[src/rtl/core/bma_pkg.sv]
package bma_pkg;

  // Pool geometry
  localparam int unsigned TOTAL_UNITS = 1024;
  localparam int unsigned ADDR_W      = 10;
  localparam int unsigned AMT_W       = 11;
  localparam int unsigned NODE_COUNT  = 2 * TOTAL_UNITS - 1;
  localparam int unsigned NODE_W      = 11;
  localparam int unsigned DEPTH_W     = 4;
  localparam int unsigned LEAF_DEPTH  = 10;

  // Node states
  localparam logic [1:0] NS_ABSENT = 2'd0;
  localparam logic [1:0] NS_FREE   = 2'd1;
  localparam logic [1:0] NS_SPLIT  = 2'd2;
  localparam logic [1:0] NS_ALLOC  = 2'd3;

  // Result status codes
  localparam logic [1:0] ST_ALLOCATED = 2'd0;
  localparam logic [1:0] ST_NO_SPACE  = 2'd1;
  localparam logic [1:0] ST_FREED     = 2'd2;
  localparam logic [1:0] ST_NO_MATCH  = 2'd3;

  // Request kinds
  localparam logic OP_ALLOC = 1'b0;
  localparam logic OP_FREE  = 1'b1;

  // Cursor moves
  localparam logic [2:0] ACT_NONE  = 3'd0;
  localparam logic [2:0] ACT_LOAD  = 3'd1;
  localparam logic [2:0] ACT_LEFT  = 3'd2;
  localparam logic [2:0] ACT_RIGHT = 3'd3;
  localparam logic [2:0] ACT_SIB   = 3'd4;
  localparam logic [2:0] ACT_UP    = 3'd5;

  // Write targets relative to the cursor
  localparam logic [1:0] WS_SELF = 2'd0;
  localparam logic [1:0] WS_LO   = 2'd1;
  localparam logic [1:0] WS_HI   = 2'd2;
  localparam logic [1:0] WS_SIB  = 2'd3;

  typedef struct packed {
    logic       clr_step;
    logic       rd_en;
    logic       rd_sib;
    logic       wr_en;
    logic [1:0] wr_sel;
    logic [1:0] wr_val;
    logic [2:0] act;
    logic       res_set;
    logic [1:0] res_status;
    logic       out_load;
  } cmd_t;

  typedef struct packed {
    logic [1:0] node;
    logic       is_leaf;
    logic       at_root;
    logic       is_left;
    logic       fits;
    logic       can_split;
    logic       match;
    logic       go_hi;
    logic       clr_done;
  } stat_t;

endpackage

[src/rtl/core/bma_ctrl.sv]
module bma_ctrl (
  input  logic           clk_i,
  input  logic           rst_ni,
  input  logic           s_valid_i,
  input  logic           s_op_i,
  output logic           s_ready_o,
  output logic           m_valid_o,
  input  logic           m_ready_i,
  input  bma_pkg::stat_t stat_i,
  output bma_pkg::cmd_t  cmd_o
);
  import bma_pkg::*;

  localparam logic [3:0] S_CLR  = 4'd0;
  localparam logic [3:0] S_IDLE = 4'd1;
  localparam logic [3:0] S_ARD  = 4'd2;
  localparam logic [3:0] S_AEV  = 4'd3;
  localparam logic [3:0] S_AS1  = 4'd4;
  localparam logic [3:0] S_AS2  = 4'd5;
  localparam logic [3:0] S_ABK  = 4'd6;
  localparam logic [3:0] S_FRD  = 4'd7;
  localparam logic [3:0] S_FEV  = 4'd8;
  localparam logic [3:0] S_MRD  = 4'd9;
  localparam logic [3:0] S_MEV  = 4'd10;
  localparam logic [3:0] S_MW2  = 4'd11;
  localparam logic [3:0] S_MW3  = 4'd12;
  localparam logic [3:0] S_FIN  = 4'd13;

  logic [3:0] state_q, state_d;
  logic       mvalid_q, mvalid_d;
  logic       out_free;

  assign out_free  = !mvalid_q || m_ready_i;
  assign s_ready_o = (state_q == S_IDLE);
  assign m_valid_o = mvalid_q;

  // Sequencer over the node store.
  always_comb begin
    state_d  = state_q;
    mvalid_d = mvalid_q && !m_ready_i;
    cmd_o    = '0;
    case (state_q)
      S_CLR: begin
        cmd_o.clr_step = 1'b1;
        if (stat_i.clr_done) state_d = S_IDLE;
      end
      S_IDLE: begin
        if (s_valid_i) begin
          cmd_o.act = ACT_LOAD;
          state_d   = (s_op_i == OP_FREE) ? S_FRD : S_ARD;
        end
      end
      S_ARD: begin
        cmd_o.rd_en = 1'b1;
        state_d     = S_AEV;
      end
      S_AEV: begin
        if (stat_i.node == NS_SPLIT && !stat_i.is_leaf) begin
          cmd_o.act = ACT_LEFT;
          state_d   = S_ARD;
        end else if (stat_i.node == NS_FREE && stat_i.fits) begin
          cmd_o.wr_en = 1'b1;
          cmd_o.wr_sel = WS_SELF;
          if (stat_i.can_split) begin
            cmd_o.wr_val = NS_SPLIT;
            state_d      = S_AS1;
          end else begin
            cmd_o.wr_val     = NS_ALLOC;
            cmd_o.res_set    = 1'b1;
            cmd_o.res_status = ST_ALLOCATED;
            state_d          = S_FIN;
          end
        end else begin
          state_d = S_ABK;
        end
      end
      S_AS1: begin
        cmd_o.wr_en  = 1'b1;
        cmd_o.wr_sel = WS_LO;
        cmd_o.wr_val = NS_FREE;
        state_d      = S_AS2;
      end
      S_AS2: begin
        cmd_o.wr_en  = 1'b1;
        cmd_o.wr_sel = WS_HI;
        cmd_o.wr_val = NS_FREE;
        cmd_o.act    = ACT_LEFT;
        state_d      = S_ARD;
      end
      // Backtrack: a left child hands over to its sibling, a right child climbs.
      S_ABK: begin
        if (stat_i.at_root) begin
          cmd_o.res_set    = 1'b1;
          cmd_o.res_status = ST_NO_SPACE;
          state_d          = S_FIN;
        end else if (stat_i.is_left) begin
          cmd_o.act = ACT_SIB;
          state_d   = S_ARD;
        end else begin
          cmd_o.act = ACT_UP;
        end
      end
      S_FRD: begin
        cmd_o.rd_en = 1'b1;
        state_d     = S_FEV;
      end
      S_FEV: begin
        if (stat_i.node == NS_ABSENT) begin
          cmd_o.res_set    = 1'b1;
          cmd_o.res_status = ST_NO_MATCH;
          state_d          = S_FIN;
        end else if (stat_i.match) begin
          if (stat_i.node == NS_ALLOC) begin
            cmd_o.wr_en  = 1'b1;
            cmd_o.wr_sel = WS_SELF;
            cmd_o.wr_val = NS_FREE;
            state_d      = S_MRD;
          end else begin
            cmd_o.res_set    = 1'b1;
            cmd_o.res_status = ST_NO_MATCH;
            state_d          = S_FIN;
          end
        end else if (stat_i.node != NS_SPLIT || stat_i.is_leaf) begin
          cmd_o.res_set    = 1'b1;
          cmd_o.res_status = ST_NO_MATCH;
          state_d          = S_FIN;
        end else begin
          cmd_o.act = stat_i.go_hi ? ACT_RIGHT : ACT_LEFT;
          state_d   = S_FRD;
        end
      end
      // Merge: the cursor node is free; fold it with a free buddy and climb.
      S_MRD: begin
        if (stat_i.at_root) begin
          cmd_o.res_set    = 1'b1;
          cmd_o.res_status = ST_FREED;
          state_d          = S_FIN;
        end else begin
          cmd_o.rd_en  = 1'b1;
          cmd_o.rd_sib = 1'b1;
          state_d      = S_MEV;
        end
      end
      S_MEV: begin
        if (stat_i.node == NS_FREE) begin
          cmd_o.wr_en  = 1'b1;
          cmd_o.wr_sel = WS_SELF;
          cmd_o.wr_val = NS_ABSENT;
          state_d      = S_MW2;
        end else begin
          cmd_o.res_set    = 1'b1;
          cmd_o.res_status = ST_FREED;
          state_d          = S_FIN;
        end
      end
      S_MW2: begin
        cmd_o.wr_en  = 1'b1;
        cmd_o.wr_sel = WS_SIB;
        cmd_o.wr_val = NS_ABSENT;
        cmd_o.act    = ACT_UP;
        state_d      = S_MW3;
      end
      S_MW3: begin
        cmd_o.wr_en  = 1'b1;
        cmd_o.wr_sel = WS_SELF;
        cmd_o.wr_val = NS_FREE;
        state_d      = S_MRD;
      end
      S_FIN: begin
        if (out_free) begin
          cmd_o.out_load = 1'b1;
          mvalid_d       = 1'b1;
          state_d        = S_IDLE;
        end
      end
      default: state_d = S_IDLE;
    endcase
  end

  always_ff @(posedge clk_i or negedge rst_ni) begin
    if (!rst_ni) begin
      state_q  <= S_CLR;
      mvalid_q <= 1'b0;
    end else begin
      state_q  <= state_d;
      mvalid_q <= mvalid_d;
    end
  end

endmodule

[config.mk]
export PLATFORM = sky130hd
export DESIGN_NAME = bma_ctrl
export DESIGN_NICKNAME = d
export VERILOG_FILES = /design/src/rtl/core/bma_pkg.sv /design/src/rtl/core/bma_ctrl.sv
export SDC_FILE = /design/constraint.sdc
export NUM_CORES = 1
export LEC_CHECK = 0
export ABC_AREA = 1
export BUFFER_PORTS_ARGS = -buffer_cell sky130_fd_sc_hd__buf_2
export CAP_MARGIN = 20
export CORE_MARGIN = 1
export CORE_UTILIZATION = 35
export CTS_CLUSTER_DIAMETER = 80
export DETAILED_ROUTE_END_ITERATION = 7
export PLACE_DENSITY = 0.76
export RECOVER_POWER = 50
export SYNTH_ARGS = -nofsm -noshare
export SYNTH_HDL_FRONTEND = slang
export SYNTH_SLANG_ARGS = --single-unit
[constraint.sdc]
create_clock -name clk_i -period 1.3 [get_ports clk_i]
set_input_delay 0.26 -clock clk_i [delete_from_list [all_inputs] [get_ports clk_i]]
set_output_delay 0.26 -clock clk_i [all_outputs]
set_load 0.05 [all_outputs]
==> summary.md <==
| Metric | Value |
|---|---|
| Most area-consuming cells after synthesis | sky130_fd_sc_hd__nand2_1, sky130_fd_sc_hd__dfrtp_1, sky130_fd_sc_hd__inv_1 |
| Starting density of the core | 36.93% |
| Count of TritonRoute iterations in the first routing pass | 4 |
| Avg Vias per Cell | approximately 5.4 |
| Crit start category | flop |
| Clock root buffer master | sky130_fd_sc_hd__clkbuf_4 |
| Most numerous cell types in the synthesized netlist | sky130_fd_sc_hd__nand2_1, sky130_fd_sc_hd__inv_1, sky130_fd_sc_hd__nor2_1, sky130_fd_sc_hd__nand3_1 |
| Max FO, Critical Path | 4 |
| Post-synth cell types | 18 |
| Class of the worst hold path | primary input to flop |
| Cell row count | 16 |
| Global-route wire length before repair | around 5200 µm |
| Final setup violation count | 20 |
| Detail-routed net length per standard cell | ~18 µm |
| Largest net degree at the start of global routing | 7 |
| Crit. End Element | output port |
| Violations in the final reports | negative setup slack |
| Count of synthesis-stage warnings from yosys | 0 |
| Dpl ws | -0.4210 ns |
| Tightest slew margin relative to the limit | 76.68% |
| DRT iter0 DRCs | 71 |
| Non-filler cells in the finished layout | 250 |
| Maximum ir drop on the vdd rail | ~2.0 mV |
| Area growth, synth to finish | 144.6% |
| Ports | 32 |
| Number of antenna violations at the first check in global routing | 0 |
| Placed Instance Area | around 1300 µm² |
| Setup repair after global routing missed its margin | true |
| Static leakage power | around 0.001 µW |
| Total via count after detailed routing | roughly 1.4k |
| Crit path max-delay cell type | sky130_fd_sc_hd__dfrtp_1 |
| Clk slew on worst S/H paths | 0.05 ns |
| Via count of the first global-routing pass | approximately 1.2k |
| Clock latency at the later pin of the worst-skew pair | 0.25 ns |
| Layout cell share with drive strength beyond 1 | about 66% |
| Final Max Tran Viols | 0 |
| Critical path class | flop to output port |
| Total wire length after detailed routing | ~4600 µm |
| Ys async rst share | 100.0% |
| Antenna Violating Nets Remaining | 0 |
| Fin util | approximately nine tenths |
| Post-synthesis cell type with the largest combined area | sky130_fd_sc_hd__nand2_1 |
| Antenna fix cells | 0 |
| GRT Residual Overflow | 0 |
| Final routed DRC violation total | 0 |
| HPWL after detailed placement | ~2200 µm |
| Power Density | about 2400 nW/µm² |
| FF+latch count, synth | 5 |
| Placeable core area | roughly 2000 µm² |
| Chain of cells forming the critical path | buf_6 > nor2_4 > nand2_4 > nor3_4 > nor2_2 > nand3_4 > buf_8 |
| Maximum clock path buffer count | 2 |
| Number of buffers created by CTS | 3 |
| CTS tree | done |
| Required arrival time at the worst endpoint | between 1 and 1.5 ns |
| Floorplan die width | about 47 µm |
| CP top delay family | simple AND/OR/NAND/NOR gates |
| H-Tree Level Count | 1 |
| Nets | approximately 240 |
| Clock Skews | 0.009185 ns |
| Total power draw | about 4300 µW |
| Max stage delay on crit path | between 0.3 and 0.4 ns |
| Status | finished, violations left |
| Synthesized instance count | 142 |
| Worst Setup Slack, final | -0.5965 ns |
| Buffers on Ports | 31 |
| Number of instances in the placed design | between 200 and 250 |
| Height of the chip | roughly 47 µm |
| Die footprint | 2256 µm² |
| Final Hold Fails | 0 |
| Post-synthesis instance area | a little over 700 µm² |
| Area fraction of the dominant cell type after synthesis | a little under a quarter |
| Buffer and inverter count on the worst path | 2 |
| Overall Global Routing Usage | around 34% |
| Sequential fraction of the synthesis area | 17.27% |
| Global placer's final weighted congestion | 0.9520 |
| Clock net sink count | 5 |
| Tcrit/Tclk final | 145.9% |
| Arrival time reported for the critical path endpoint | roughly 1.6 ns |
| Mean instance size in the synthesized netlist | just over 5 µm² |
| Fmax | around 530 MHz |
| Post-layout minimum cycle time | ~1.9 ns |
| Actual transition at the worst max-transition pin | approximately 0.35 ns |
| Synthesized netlist net count | 157 |
| Ys flop type | sky130_fd_sc_hd__dfrtp_1 |
| Final cell area excluding filler cells | 1772 µm² |
| Reported max-cap violation count | 0 |
| Post-synth EDFFs | 0 |
| Most frequent cell after synthesis | sky130_fd_sc_hd__nand2_1 |
==> flip-flops by register name, indices dropped and copies added, names as in the netlist <==
name / count
m_valid_o: 1
state_q: 4
==> layout by cell type, fill, tap and decap left out, types with 2 or more instances in the layout <==
cell and instances:
sky130_fd_sc_hd__buf_4 36, sky130_fd_sc_hd__nand2_1 28, sky130_fd_sc_hd__inv_1 19, sky130_fd_sc_hd__buf_2 14, sky130_fd_sc_hd__nor2_1 13, sky130_fd_sc_hd__buf_8 13
sky130_fd_sc_hd__buf_6 12, sky130_fd_sc_hd__nor2_4 11, sky130_fd_sc_hd__nand2_4 11, sky130_fd_sc_hd__inv_2 9, sky130_fd_sc_hd__nand2_2 9, sky130_fd_sc_hd__nand3_1 7
sky130_fd_sc_hd__nor2_2 6, sky130_fd_sc_hd__nand4_1 4, sky130_fd_sc_hd__a21oi_2 3, sky130_fd_sc_hd__nand3_4 3, sky130_fd_sc_hd__clkbuf_4 3, sky130_fd_sc_hd__dfrtp_2 3
sky130_fd_sc_hd__inv_4 2, sky130_fd_sc_hd__clkinvlp_4 2, sky130_fd_sc_hd__o21ai_2 2, sky130_fd_sc_hd__nand3_2 2, sky130_fd_sc_hd__dfrtp_1 2
==> report_power, final <==
group | switching (µW) | leakage (µW) | internal (µW)
clock network | 72.7 | 0.0000177 | 112
registers | 118 | 0.0000602 | 233
logic | 2220 | 0.000920 | 1530
==> final timing paths <==
path / from / slack, ns / cells after the start / to
max reg2reg: state_q[2]$_DFFE_PN0P_ / -0.35 / 11 / state_q[1]$_DFFE_PN0P_
min reg2reg: m_valid_o$_DFF_PN0_ / 0.58 / 2 / m_valid_o$_DFF_PN0_
min in group asynchronous: rst_ni / 0.39 / 2 / state_q[2]$_DFFE_PN0P_
max in group asynchronous: rst_ni / 0.67 / 2 / state_q[1]$_DFFE_PN0P_
max: state_q[2]$_DFFE_PN0P_ / -0.60 / 7 / cmd_o[11]
min: m_ready_i / 0.21 / 2 / m_valid_o$_DFF_PN0_
==> cell families (layout without fill, tap and decap cells) <==
kind of cell           after synthesis  after routing  share of synthesized area, %
and+or+nand+nor                     97             97                         59.58
DFF                                  5              5                         17.27
buffers and inverters               32            113                         16.58
AOI/OAI and AO/OA                    8              8                         6.562
==> area by class of cell <==
cell class | count | area, µm²
Tap cell | 27 | 33.78
Clock inverter | 1 | 5.005
Fill cell | 82 | 190.2
Timing Repair Buffer | 77 | 684.4
Multi-Input combinational cell | 105 | 764.5
Clock buffer | 3 | 22.52
Inverter | 32 | 132.6
Sequential cell | 5 | 128.9
==> metrics by stage <==
| step | setup TNS, ns | hold slack (ns) |
|---|---|---|
| after floorplan | -2.789 | -0.03559 |
| after global placement | -4.214 | 0.07567 |
| after detailed placement | -5.095 | 0.07892 |
| after CTS | -6.913 | 0.1954 |
| after global routing | -10.03 | 0.1859 |
| final | -8.760 | 0.2052 |
==> what timing repair did <==
action,in CTS,in global routing
pin swaps,5,20
resized for setup,64,44
hold endpoints to repair,5,0
buffers inserted,4,10
hold buffers,1,0
endpoints found under the setup margin,20,20
==> per-layer routing <==
layer	routed length [µm]	track usage, %
met1	1583	34.71
met2	2259	61.37
met3	438	7.547
met4	273	22.86
met5	0	0
Note: power is estimated with default switching activity, not from simulation.
